==> src/nfba_pkg.sv <==
// ----------------------------------------------------------------------------
// nfba_pkg
// Shared types and constants of the next-fit bitmap slot allocator: request
// and response words, status codes and the scan unit result.
// ----------------------------------------------------------------------------
package nfba_pkg;

    localparam int SLOT_W    = 11;  // slot number and active size
    localparam int IDX_W     = 10;  // slot number on the ports
    localparam int WORD_BITS = 64;
    localparam int BIT_W     = 6;
    localparam int WSEL_W    = SLOT_W - BIT_W;
    localparam int CNT_W     = 7;   // bit bound within a word, 0 to 64
    localparam int VISIT_W   = WSEL_W + 1;
    localparam int SIZE_MAX  = 2047;

    typedef logic [1:0] t_status;

    localparam t_status ST_OK   = 2'd0;
    localparam t_status ST_FULL = 2'd1;
    localparam t_status ST_BAD  = 2'd2;

    localparam logic OP_ACQUIRE = 1'b0;
    localparam logic OP_RELEASE = 1'b1;

    typedef struct packed {
        logic               operation;
        logic [IDX_W-1:0]   release_index;
    } t_alloc_req;

    typedef struct packed {
        logic [IDX_W-1:0]   granted_index;
        t_status            status;
    } t_alloc_rsp;

    typedef struct packed {
        logic               found;
        logic [BIT_W-1:0]   bit_idx;
    } t_scan_res;

endpackage

==> src/nfba_mark_ram.sv <==
// ----------------------------------------------------------------------------
// nfba_mark_ram
// Single-port store of used-mark words, one access per cycle, registered read.
// ----------------------------------------------------------------------------
module nfba_mark_ram #(
    parameter int WORDS = 16,
    parameter int AW    = 4
) (
    input  logic                          i_clk,
    input  logic                          i_we,
    input  logic [AW-1:0]                 i_addr,
    input  logic [nfba_pkg::WORD_BITS-1:0] i_wdata,
    output logic [nfba_pkg::WORD_BITS-1:0] o_rdata
);
    import nfba_pkg::*;

    logic [WORD_BITS-1:0] r_mem [WORDS];
    logic [WORD_BITS-1:0] r_rdata;

    always_ff @(posedge i_clk) begin
        if (i_we) begin
            r_mem[i_addr] <= i_wdata;
        end
        r_rdata <= r_mem[i_addr];
    end

    assign o_rdata = r_rdata;

endmodule

==> src/nfba_word_scan.sv <==
// ----------------------------------------------------------------------------
// nfba_word_scan
// Find the lowest free slot of one mark word inside the bit window [lo, hi).
// ----------------------------------------------------------------------------
module nfba_word_scan (
    input  logic [nfba_pkg::WORD_BITS-1:0] i_word,
    input  logic [nfba_pkg::CNT_W-1:0]     i_lo,
    input  logic [nfba_pkg::CNT_W-1:0]     i_hi,
    output nfba_pkg::t_scan_res            o_res
);
    import nfba_pkg::*;

    logic [WORD_BITS-1:0] free_bits;

    always_comb begin
        for (int b = 0; b < WORD_BITS; b++) begin
            free_bits[b] = !i_word[b] && (CNT_W'(b) >= i_lo) && (CNT_W'(b) < i_hi);
        end
    end

    always_comb begin
        o_res = '0;
        for (int b = WORD_BITS - 1; b >= 0; b--) begin
            if (free_bits[b]) begin
                o_res.found   = 1'b1;
                o_res.bit_idx = BIT_W'(b);
            end
        end
    end

endmodule

==> src/next_fit_bitmap_id_allocator.sv <==
// ----------------------------------------------------------------------------
// next_fit_bitmap_id_allocator
// Next-fit slot allocator over a bitmap of used marks.
//
// A command word (acquire or release) is taken when start is high and busy
// is low. Exactly one response word follows, shown for one cycle with
// o_done high; the receiver cannot stall it.
// Release: an out-of-range index is answered without a read of the mark
// store, else the mark word is read, then checked and written back.
// Acquire: the word scan unit checks one 64-slot mark word per cycle
// from the remembered position, wrapping at the active size, and revisits
// the first word once. A full acquire takes the longest, since it checks
// every word and the first word again.
// The single port of the mark store sets the pace of one word per cycle.
// The active size register is written through i_cfg_valid/o_cfg_ready,
// always ready; write it only while the block is idle.
// After reset the mark store is cleared one word per cycle with busy high;
// the search position returns to zero and the active size to 1024.
// ----------------------------------------------------------------------------
module next_fit_bitmap_id_allocator #(
    parameter int MAX_SLOTS = 1024
) (
    input  logic                         i_clk,
    input  logic                         i_rst_n,
    input  logic                         start,
    output logic                         busy,
    input  nfba_pkg::t_alloc_req         i_req,
    output logic                         o_done,
    output nfba_pkg::t_alloc_rsp         o_rsp,
    input  logic                         i_cfg_valid,
    output logic                         o_cfg_ready,
    input  logic [nfba_pkg::SLOT_W-1:0]  i_cfg_data
);
    import nfba_pkg::*;

    localparam int WORDS    = (MAX_SLOTS + WORD_BITS - 1) / WORD_BITS;
    localparam int AW       = (WORDS > 1) ? $clog2(WORDS) : 1;
    localparam int SIZE_CAP = (MAX_SLOTS > SIZE_MAX) ? SIZE_MAX : MAX_SLOTS;

    typedef enum logic [4:0] {
        S_CLEAR = 5'b00001,
        S_IDLE  = 5'b00010,
        S_SCAN  = 5'b00100,
        S_REL   = 5'b01000,
        S_RCHK  = 5'b10000
    } t_state;

    t_state                r_state, n_state;
    logic [AW-1:0]         r_clr, n_clr;
    logic [SLOT_W-1:0]     r_active, n_active;
    logic [SLOT_W-1:0]     r_search, n_search;
    logic [SLOT_W-1:0]     r_size, n_size;
    logic [SLOT_W-1:0]     r_s0, n_s0;
    logic [SLOT_W-1:0]     r_rel, n_rel;
    logic [WSEL_W-1:0]     r_last_w, n_last_w;
    logic [CNT_W-1:0]      r_last_n, n_last_n;
    logic [VISIT_W-1:0]    r_nwords, n_nwords;
    logic [VISIT_W-1:0]    r_iss_k, n_iss_k;
    logic [WSEL_W-1:0]     r_iss_w, n_iss_w;
    logic                  r_dv, n_dv;
    logic [VISIT_W-1:0]    r_dk, n_dk;
    logic [WSEL_W-1:0]     r_dw, n_dw;
    logic                  r_done, n_done;
    t_alloc_rsp            r_rsp, n_rsp;

    logic                  ram_we;
    logic [AW-1:0]         ram_addr;
    logic [WORD_BITS-1:0]  ram_wdata;
    logic [WORD_BITS-1:0]  ram_rdata;

    logic [SLOT_W-1:0]     size_eff, size_m1, s0, slot;
    logic [CNT_W-1:0]      scan_lo, scan_hi;
    t_scan_res             scan_res;
    logic                  accept, hit;
    logic [WORD_BITS-1:0]  set_mask, rel_mask;

    nfba_mark_ram #(
        .WORDS (WORDS),
        .AW    (AW)
    ) u_ram (
        .i_clk   (i_clk),
        .i_we    (ram_we),
        .i_addr  (ram_addr),
        .i_wdata (ram_wdata),
        .o_rdata (ram_rdata)
    );

    nfba_word_scan u_scan (
        .i_word (ram_rdata),
        .i_lo   (scan_lo),
        .i_hi   (scan_hi),
        .o_res  (scan_res)
    );

    assign busy        = (r_state != S_IDLE);
    assign accept      = start && !busy;
    assign o_cfg_ready = 1'b1;
    assign o_done      = r_done;
    assign o_rsp       = r_rsp;

    assign size_eff = (r_active > SLOT_W'(SIZE_CAP)) ? SLOT_W'(SIZE_CAP) : r_active;
    assign size_m1  = size_eff - SLOT_W'(1);
    assign s0       = (r_search >= size_eff) ? '0 : r_search;

    assign scan_lo = (r_dk == '0) ? CNT_W'(r_s0[BIT_W-1:0]) : '0;
    assign scan_hi = (r_dk == r_nwords)  ? CNT_W'(r_s0[BIT_W-1:0]) :
                     (r_dw == r_last_w) ? r_last_n : CNT_W'(WORD_BITS);

    assign hit      = r_dv && scan_res.found;
    assign slot     = {r_dw, scan_res.bit_idx};
    assign set_mask = WORD_BITS'(1) << scan_res.bit_idx;
    assign rel_mask = WORD_BITS'(1) << r_rel[BIT_W-1:0];

    always_comb begin
        ram_we    = 1'b0;
        ram_addr  = AW'(r_iss_w);
        ram_wdata = ram_rdata | set_mask;
        unique case (r_state)
            S_CLEAR: begin
                ram_we    = 1'b1;
                ram_addr  = r_clr;
                ram_wdata = '0;
            end
            S_SCAN: begin
                if (hit) begin
                    ram_we   = 1'b1;
                    ram_addr = AW'(r_dw);
                end
            end
            S_REL: begin
                ram_addr = AW'(r_rel[SLOT_W-1:BIT_W]);
            end
            S_RCHK: begin
                ram_we    = ram_rdata[r_rel[BIT_W-1:0]];
                ram_addr  = AW'(r_rel[SLOT_W-1:BIT_W]);
                ram_wdata = ram_rdata & ~rel_mask;
            end
            default: begin
                ram_we = 1'b0;
            end
        endcase
    end

    always_comb begin
        n_state  = r_state;
        n_clr    = r_clr;
        n_active = r_active;
        n_search = r_search;
        n_size   = r_size;
        n_s0     = r_s0;
        n_rel    = r_rel;
        n_last_w = r_last_w;
        n_last_n = r_last_n;
        n_nwords = r_nwords;
        n_iss_k  = r_iss_k;
        n_iss_w  = r_iss_w;
        n_dv     = 1'b0;
        n_dk     = r_dk;
        n_dw     = r_dw;
        n_done   = 1'b0;
        n_rsp    = r_rsp;

        if (i_cfg_valid) begin
            n_active = i_cfg_data;
        end

        unique case (r_state)
            S_CLEAR: begin
                n_clr = r_clr + AW'(1);
                if (r_clr == AW'(WORDS - 1)) begin
                    n_state = S_IDLE;
                end
            end
            S_IDLE: begin
                if (accept) begin
                    n_size   = size_eff;
                    n_s0     = s0;
                    n_rel    = SLOT_W'(i_req.release_index);
                    n_last_w = size_m1[SLOT_W-1:BIT_W];
                    n_last_n = CNT_W'(size_m1[BIT_W-1:0]) + CNT_W'(1);
                    n_nwords = VISIT_W'(size_m1[SLOT_W-1:BIT_W]) + VISIT_W'(1);
                    n_iss_k  = '0;
                    n_iss_w  = s0[SLOT_W-1:BIT_W];
                    n_rsp    = '0;
                    if (i_req.operation == OP_ACQUIRE) begin
                        if (size_eff == '0) begin
                            n_done       = 1'b1;
                            n_rsp.status = ST_FULL;
                        end else begin
                            n_state = S_SCAN;
                        end
                    end else begin
                        if (SLOT_W'(i_req.release_index) >= size_eff) begin
                            n_done       = 1'b1;
                            n_rsp.status = ST_BAD;
                        end else begin
                            n_state = S_REL;
                        end
                    end
                end
            end
            S_SCAN: begin
                if (r_iss_k <= r_nwords) begin
                    n_dv    = 1'b1;
                    n_dk    = r_iss_k;
                    n_dw    = r_iss_w;
                    n_iss_k = r_iss_k + VISIT_W'(1);
                    n_iss_w = (r_iss_w == r_last_w) ? '0 : r_iss_w + WSEL_W'(1);
                end
                if (hit) begin
                    n_state             = S_IDLE;
                    n_done              = 1'b1;
                    n_search            = slot;
                    n_rsp.granted_index = slot[IDX_W-1:0];
                    n_rsp.status        = ST_OK;
                end else if (r_dv && r_dk == r_nwords) begin
                    n_state             = S_IDLE;
                    n_done              = 1'b1;
                    n_rsp.granted_index = '0;
                    n_rsp.status        = ST_FULL;
                end
            end
            S_REL: begin
                n_state = S_RCHK;
            end
            S_RCHK: begin
                n_state      = S_IDLE;
                n_done       = 1'b1;
                n_rsp.status = ram_rdata[r_rel[BIT_W-1:0]] ? ST_OK : ST_BAD;
            end
            default: begin
                n_state = S_IDLE;
            end
        endcase
    end

    always_ff @(posedge i_clk) begin
        if (!i_rst_n) begin
            r_state  <= S_CLEAR;
            r_clr    <= '0;
            r_active <= SLOT_W'(1024);
            r_search <= '0;
            r_done   <= 1'b0;
            r_dv     <= 1'b0;
        end else begin
            r_state  <= n_state;
            r_clr    <= n_clr;
            r_active <= n_active;
            r_search <= n_search;
            r_done   <= n_done;
            r_dv     <= n_dv;
        end
    end

    always_ff @(posedge i_clk) begin
        r_size   <= n_size;
        r_s0     <= n_s0;
        r_rel    <= n_rel;
        r_last_w <= n_last_w;
        r_last_n <= n_last_n;
        r_nwords <= n_nwords;
        r_iss_k  <= n_iss_k;
        r_iss_w  <= n_iss_w;
        r_dk     <= n_dk;
        r_dw     <= n_dw;
        r_rsp    <= n_rsp;
    end

`ifndef SYNTH
    a_done_has_cause: assert property (@(posedge i_clk) disable iff (!i_rst_n)
        o_done |-> $past(accept) || $past(r_state == S_SCAN) || $past(r_state == S_RCHK))
        else $error("response word without a command");

    a_grant_in_range: assert property (@(posedge i_clk) disable iff (!i_rst_n)
        (o_done && o_rsp.status == ST_OK) |-> (SLOT_W'(o_rsp.granted_index) < r_size))
        else $error("granted slot outside active range");

    a_search_follows_grant: assert property (@(posedge i_clk) disable iff (!i_rst_n)
        (o_done && o_rsp.status == ST_OK && $past(r_state == S_SCAN))
            |-> (r_search[IDX_W-1:0] == o_rsp.granted_index))
        else $error("search position not moved to granted slot");

    a_scan_bounded: assert property (@(posedge i_clk) disable iff (!i_rst_n)
        (r_state == S_SCAN) |-> (r_iss_k <= r_nwords + VISIT_W'(1)))
        else $error("scan ran past the wrap visit");
`endif

endmodule

==> config.mk <==
export PLATFORM = sky130hd
export DESIGN_NAME = next_fit_bitmap_id_allocator
export DESIGN_NICKNAME = d
export VERILOG_FILES = /design/src/nfba_pkg.sv /design/src/nfba_mark_ram.sv /design/src/nfba_word_scan.sv /design/src/next_fit_bitmap_id_allocator.sv
export SDC_FILE = /design/constraint.sdc
export NUM_CORES = 2
export LEC_CHECK = 0
export BUFFER_PORTS_ARGS = -buffer_cell sky130_fd_sc_hd__buf_2
export CORE_MARGIN = 2
export CORE_UTILIZATION = 30
export DETAILED_ROUTE_END_ITERATION = 7
export PLACE_DENSITY = 0.44
export SYNTH_ARGS = -nofsm -noshare
export SYNTH_HDL_FRONTEND = slang
export SYNTH_SLANG_ARGS = --single-unit
==> constraint.sdc <==
create_clock -name i_clk -period 12 [get_ports i_clk]
set_clock_uncertainty 0.1 [all_clocks]
set_input_delay 1.2 -clock i_clk [delete_from_list [all_inputs] [get_ports i_clk]]
set_output_delay 1.2 -clock i_clk [all_outputs]
set_load 0.03 [all_outputs]
# ---- Word-level counts from Yosys, hierarchy flattened
# Memory sizes are Yosys's and may differ from the RTL's. A register that Yosys moved wholly into a read port is not among the register bits.
# Cells that the tools add are included.
dict set report totals {
  register_bits 101
  ram_bits 1024
  inputBits 26
  out_inout_bits 15
  elab_cells 497
  n_memories 1
}
# memory words word_bits rd rd_clocked_by_memory_dff wr line
set mem_list {}
lappend mem_list {u_ram.r_mem 16 64 1 1 1 nfba_mark_ram.sv:17} ;# logic [WORD_BITS-1:0] r_mem [WORDS];
dict set report classes {
  n_addsub 6
  n_lt_le_gt_ge 133
  eq_ne 16
  shift 2
  muxes 110
  bitwise_logic 3
  n_reduce_logical 209
}
# op count
set ops {}
lappend ops {{$mux W7} 66}
lappend ops {{$lt A6 B7 Y1 const A} 32}
lappend ops {{$ge A6 B6 Y1 const A} 32}
lappend ops {{$logic_and A1 B1 Y1} 131}
lappend ops {{$pmux W64 S2} 1}
lappend ops {{$shl A1 B6 Y64 const A} 2}
lappend ops {{$lt A5 B7 Y1 const A} 16}
lappend ops {{$ge A5 B6 Y1 const A} 16}
lappend ops {{$logic_not A1 Y1} 65}
lappend ops {{$and A64 B64 Y64} 1}
lappend ops {{$not A64 Y64} 1}
lappend ops {{$or A64 B64 Y64} 1}
lappend ops {{$lt A4 B7 Y1 const A} 8}
lappend ops {{$mux W5} 10}
lappend ops {{$ge A4 B6 Y1 const A} 8}
lappend ops {{$mux W12} 3}
lappend ops {{$lt A3 B7 Y1 const A} 4}
lappend ops {{$ge A3 B6 Y1 const A} 4}
lappend ops {{$mux W11} 2}
lappend ops {{$pmux W10 S2} 1}
lappend ops {{$pmux W5 S4} 1}
lappend ops {{$mux W6} 3}
lappend ops {{$lt A1 B7 Y1 const A} 2}
lappend ops {{$lt A2 B7 Y1 const A} 2}
lappend ops {{other kinds (41)} 67}

# ---- Depth between registers and ports, before layout
dict set report logic_depth {
  word_depth 74
  ltp_mapped 22
  ltp_nobuf 18
}

# ---- By module
# Synthesis repeated with hierarchy kept, for this count alone.
dict set report hier_totals {
  cells_unflattened 2869
  hier_area_um2 49493.7
}
# module instances cells_each area_per_inst_um2 seq_area_each_um2
set by_module_without_submodules {}
lappend by_module_without_submodules {nfba_mark_ram 1 1648 39517.9 32030.7}
lappend by_module_without_submodules {next_fit_bitmap_id_allocator 1 809 7413.4 2702.6}
lappend by_module_without_submodules {nfba_word_scan 1 412 2562.5 0.0}

# ---- Least setup slack after synthesis
# Ideal clock, no wire load.
dict set report synth_path {
  path_kind {register to register}
  start {register r_dk[0]}
  end {memory u_ram.r_mem[8][0] (enable)}
  setup_ns 0.565
  arrival_ns 8.573
  required_ns 11.335
  setup_slack_ns 2.762
  stages_incl_launch_ff 19
  path_buffers 5
  period_less_slack_ns 9.238
  cell_sequence {edfxtp_1 -> or4_4 -> buf_6 -> nor2_8 -> a21oi_1 -> o211a_2 -> or4b_4 -> nor4_4 -> and4_1 -> buf_4 -> a41oi_4 -> and2_1 -> buf_6 -> a221o_1 -> or2_4 -> nand2b_4 -> buf_6 -> buf_6 -> nor3_1}
}
dict set report synth_between {
  elab_chain_cells 74
  elab_cells_between_ends 331
  cone_classes {order compare: 128; eq/ne: 1; mux: 72; reduce/logical: 130}
}
# element line
set synth_lines {}
lappend synth_lines {{from (decl)} next_fit_bitmap_id_allocator.sv:61} ;# logic [VISIT_W-1:0] r_dk, n_dk;
lappend synth_lines {{from (signal assigned)} next_fit_bitmap_id_allocator.sv:264} ;# r_dk <= n_dk;
lappend synth_lines {{$logic_not A6 Y1} next_fit_bitmap_id_allocator.sv:105} ;# assign scan_lo = (r_dk == '0) ? CNT_W'(r_s0[BIT_W-1:0]) : '0;
lappend synth_lines {{$mux W6} next_fit_bitmap_id_allocator.sv:105}
lappend synth_lines {{$ge A6 B6 Y1} nfba_word_scan.sv:17} ;# free_bits[b] = !i_word[b] && (CNT_W'(b) >= i_lo) && (CNT_W'(b) < i_hi);
lappend synth_lines {{$logic_and A1 B1 Y1 (2 in a row)} nfba_word_scan.sv:17}
lappend synth_lines {{$mux W7 (63 in a row)} nfba_word_scan.sv:24} ;# if (free_bits[b]) begin
lappend synth_lines {{$mux W7 *} nfba_word_scan.sv:24}
lappend synth_lines {{$logic_and A1 B1 Y1 *} next_fit_bitmap_id_allocator.sv:109} ;# assign hit = r_dv && scan_res.found;
lappend synth_lines {{$mux W1} next_fit_bitmap_id_allocator.sv:125} ;# if (hit) begin
lappend synth_lines {{$pmux W1 S3} next_fit_bitmap_id_allocator.sv:118} ;# unique case (r_state)
lappend synth_lines {{$mux W1} nfba_mark_ram.sv:21} ;# if (i_we) begin
lappend synth_lines {{$mux W1 (not written as such)} nfba_mark_ram.sv:22} ;# r_mem[i_addr] <= i_wdata;
lappend synth_lines {{to (decl)} nfba_mark_ram.sv:17}
# Mark *: on every way between the ends. The rest lies on a longest branch, timed or not.

# ---- Worst setup path in the final report
dict set report layout_path {
  start {register r_dk[3]}
  end {register u_ram.r_rdata[11], in the netlist u_ram.o_rdata[11], read port of u_ram.r_mem}
}
dict set report layout_between {
  elab_chain_cells 72
  elab_cells_between_ends 327
  cone_classes {order compare: 128; eq/ne: 1; mux: 68; reduce/logical: 130}
}
# element line
set layout_lines {}
lappend layout_lines {{$logic_not A6 Y1} next_fit_bitmap_id_allocator.sv:105}
lappend layout_lines {{$mux W6} next_fit_bitmap_id_allocator.sv:105}
lappend layout_lines {{$ge A6 B6 Y1} nfba_word_scan.sv:17}
lappend layout_lines {{$logic_and A1 B1 Y1 (2 in a row)} nfba_word_scan.sv:17}
lappend layout_lines {{$mux W7 (63 in a row)} nfba_word_scan.sv:24}
lappend layout_lines {{$mux W7 *} nfba_word_scan.sv:24}
lappend layout_lines {{$logic_and A1 B1 Y1 *} next_fit_bitmap_id_allocator.sv:109}
lappend layout_lines {{$mux W4 *} next_fit_bitmap_id_allocator.sv:125}
lappend layout_lines {{$pmux W4 S3 *} next_fit_bitmap_id_allocator.sv:118}
lappend layout_lines {{to (decl)} nfba_mark_ram.sv:18} ;# logic [WORD_BITS-1:0] r_rdata;
# Marks and branches as above.
# A chain may end at the register's enable or synchronous reset.

==> flow_metrics.py <==
metrics = {
    "status": {
        "status": "finished clean",
    },
    "drt": {
        "vias_per_cell": 5.426,
        "vias": 37320,
        "routed_wl_um": 194100,
        "drc": 0,
        "drtAntennaViolNets": 0,
        "drt_iter0_drc": 3944,
        "dr.pass1.iters": 5,
        "routedWlPerCell_um": 28.22,
    },
    "timing": {
        "finalSetupViolCount": 0,
        "grt_setup_unrepaired": "no",
        "drv_slew": 0,
        "setup_ws_ns": 3.741,
        "hold_viol": 0,
        "slew_headroom": 0.1450,
        "tightest_slew_ns": 1.250,
        "fin_crit_sh": 0.6882,
        "finalSetupTns_ns": 0,
        "fin_crit_ns": 8.259,
        "max_freq_ghz": 0.1211,
    },
    "synthesis": {
        "yosys_warnings": 0,
        "synthArstFlopShare": 0,
        "avgSynthCellArea_um2": 11.76,
        "yosys_most_used_dff": "edfxtp_1",
        "synth.yosys.seq_area_share": 0.6677,
        "ys_types": 102,
        "syn_inst": 4422,
        "ys_ff_latch": 1189,
        "synth_fp_nets": 4481,
        "synth_edf_count": 1092,
        "syn_area_um2": 52020,
    },
    "global_routing": {
        "grt_pass1_wl_um": 275100,
        "grt_max_degree": 160,
        "grt_pass1_vias": 35780,
        "antenna_found_initial": 5,
        "overflow": 0,
        "globalRouteTotalUtil": 0.2164,
    },
    "power_and_ir_drop": {
        "peakVddDrop_mv": 0.1304,
        "powerDensity_nw_per_um2": 221.2,
        "p_leak_nw": 20.31,
    },
    "die": {
        "start_util": 0.3026,
        "dieArea_um2": 176700,
        "die_y_um": 420.4,
        "row_count": 152,
        "die_w_um": 420.4,
        "core-area_um2": 171900,
        "top_level_ports": 41,
    },
    "min_path": {
        "hold_class": "reg -> reg",
    },
    "clocking": {
        "clock_latency_ns": 0.79,
        "clk_pin_slew_ns": 0.06,
        "cts_inserted_buffers": 137,
        "cts_sinks": 1189,
        "cts_setup_buffers": 0,
        "clockRootBuffer": "clkbuf_16",
        "hold_buffers": 0,
        "h-tree-depth": 4,
        "cts_resized": 0,
        "clk_path_buf_depth": 3,
        "cts_tree": "yes",
    },
    "placed_design": {
        "gp_congestion": 1.012,
        "port_buffers": 39,
        "detailedPlacementHpwl_um": 114900,
        "pre_cts_ws_ns": 3.978,
    },
    "critical_path": {
        "cp.depth": 19,
        "crit_top_cell": "buf_4",
        "cp_num_buf_inv": 5,
        "cpMaxStageDelayCell": "o211ai_1",
        "cp_max_fo": 101,
        "critPathTopFamily": "compound AO/OA/AOI/OAI gates",
        "r2r_slack_ns": 3.74,
        "crit_end": "u_ram.o_rdata[11]",
        "worstPathArrival_ns": 8.82,
        "cp-start-kind": "flop",
        "timing.critical_path.from": "r_dk[3]",
        "cp_slowest_stage_delay_ns": 0.98,
        "cp.required_ns": 12.56,
        "r2r-start": "r_dk[3]",
        "crit_type": "reg -> reg",
        "reg2regPathDepth": 19,
        "crit_chain": "xor2_1, or2_1, buf_4, nor2_1, buf_4, o41ai_1, nor2_1, nor4_4, and4_1, a21oi_1, o41a_1, o211ai_1, buf_4, buf_12, buf_4, nand2_1, a31oi_1, a32oi_1, o311ai_1",
        "endpoint_kind": "flop",
        "timing.rr.end": "u_ram.o_rdata[11]",
    },
    "finish": {
        "fin_nets": 4510,
        "final_cell_mix": "nand2_1 (1161), edfxtp_1 (1092), nand3_1 (458)",
        "final_common_cell": "nand2_1",
        "synthToLayoutAreaGrowth_pct": 15.02,
        "drive_above_1_share": 0.1111,
    },
    "job": {
        "maxCapViolations": 0,
    },
}
## worst min-delay path: stages, from the launching register on
cell	delay [ns]
dfxtp_1	0.33
nand2_1	0.05
a21boi_0	0.06
## synthesized netlist by cell type (8+ instances only)
cell / instances / area share
nand2_1: 1161 / 0.084
edfxtp_1: 1092 / 0.63
nand3_1: 458 / 0.044
a21oi_1: 223 / 0.021
clkbuf_1: 205 / 0.015
o21ai_0: 122 / 0.012
nor2_1: 107 / 0.0077
dfxtp_1: 97 / 0.037
a31oi_1: 82 / 0.0099
o211ai_1: 60 / 0.0087
nor3_1: 52 / 0.0050
a32oi_1: 50 / 0.0084
o311ai_1: 48 / 0.0081
buf_2: 41 / 0.0039
inv_1: 38 / 0.0027
ha_1: 33 / 0.0079
nor2b_1: 31 / 0.0037
a21o_1: 26 / 0.0038
and2_1: 26 / 0.0031
buf_1: 26 / 0.0019
xnor2_1: 25 / 0.0042
mux4_2: 20 / 0.0087
nand4_1: 20 / 0.0024
a211oi_1: 18 / 0.0026
o311ai_2: 16 / 0.0050
o31ai_1: 16 / 0.0023
a32oi_2: 15 / 0.0047
nand2b_1: 15 / 0.0018
o21a_1: 15 / 0.0022
or2_2: 14 / 0.0017
nor4_1: 13 / 0.0016
or3_1: 13 / 0.0016
buf_6: 12 / 0.0026
mux2i_1: 12 / 0.0023
xor2_1: 12 / 0.0020
a221oi_1: 11 / 0.0019
o2111ai_1: 11 / 0.0019
a21boi_0: 10 / 0.0014
and3_1: 10 / 0.0012
nor3b_1: 9 / 0.0013
o221ai_1: 9 / 0.0015
a22oi_1: 8 / 0.0012
o21bai_1: 8 / 0.0012
## cells by family (layout without fill, tap and decap cells)
| kind of cell | Yosys count | count (layout) | share of synthesized area |
|---|---|---|---|
| AND/OR/NAND/NOR | 1962 | 1962 | 0.1651 |
| flip-flops | 1189 | 1189 | 0.6677 |
| AO/OA/AOI/OAI | 839 | 839 | 0.1150 |
| buffers and inverters | 328 | 471 | 0.02675 |
| XOR/XNOR | 37 | 37 | 0.006230 |
| adder cells (fa/ha/maj) | 33 | 33 | 0.007938 |
| multiplexers | 33 | 33 | 0.01118 |
| other | 1 | 3 | 0.00007209 |
## registers in the layout (all words and copies together), names as in the netlist
name,count
r_dk,6
r_s0,6
u_ram.o_rdata,64
r_last_w,5
r_nwords,6
r_rel,10
r_dv,1
r_last_n,7
r_clr,4
r_iss_k,6
r_search,11
r_active,11
r_state,5
u_ram.r_mem,1024
r_dw,5
o_done,1
r_iss_w,5
o_rsp,12
## where the power goes
part / total [mW] / switching (mW) / internal (mW)
Combinational: 3.29 / 2.39 / 0.903
Sequential: 5.72 / 0.437 / 5.29
Clock: 4.22 / 1.78 / 2.45
## worst min path at each step
stage | to | startpoint | slack, ns | depth (start not counted)
after CTS | r_search[7] | r_search[7] | 0.40 | 2
after global placement | r_search[8] | r_search[8] | 0.39 | 2
after global routing | r_search[7] | r_search[7] | 0.42 | 2
after floorplan | r_search[10] | r_search[10] | 0.36 | 2
after detailed placement | r_search[7] | r_search[7] | 0.39 | 2
final | r_search[7] | r_search[7] | 0.39 | 2
## per-stage QoR
| step | utilization | area, um2 | hold WS [ns] | total power [mW] | instances |
|---|---|---|---|---|---|
| after floorplan | - | 52020 | 0.3605 | 7.500 | 4422 |
| after global placement | 0.3214 | 55260 | 0.3859 | 9.103 | 6622 |
| after detailed placement | 0.3214 | 55260 | 0.3860 | 9.087 | 6622 |
| after CTS | 0.3480 | 59830 | 0.3954 | 13.34 | 6875 |
| after global routing | 0.3480 | 59830 | 0.4232 | 13.77 | 6875 |
| final | 0.3480 | 59830 | 0.3910 | 13.24 | 6877 |
## area by class of cell
cell class	count	area [um2]
fill	17030	112100
sequential	1189	34730
multi-input combinational	2905	16100
clock buffer	185	3770
tap	2310	2890
timing repair buffer	179	1384
clock inverter	68	798.3
inverter	39	146.4
antenna	2	5.005
## routing by layer
layer	GRT usage	share of wire
met1	0.3082	0.45
met2	0.3334	0.45
met3	0.03126	0.057
met4	0.08055	0.038
met5	0	0.000041
Power figures use the tool's default switching activity.
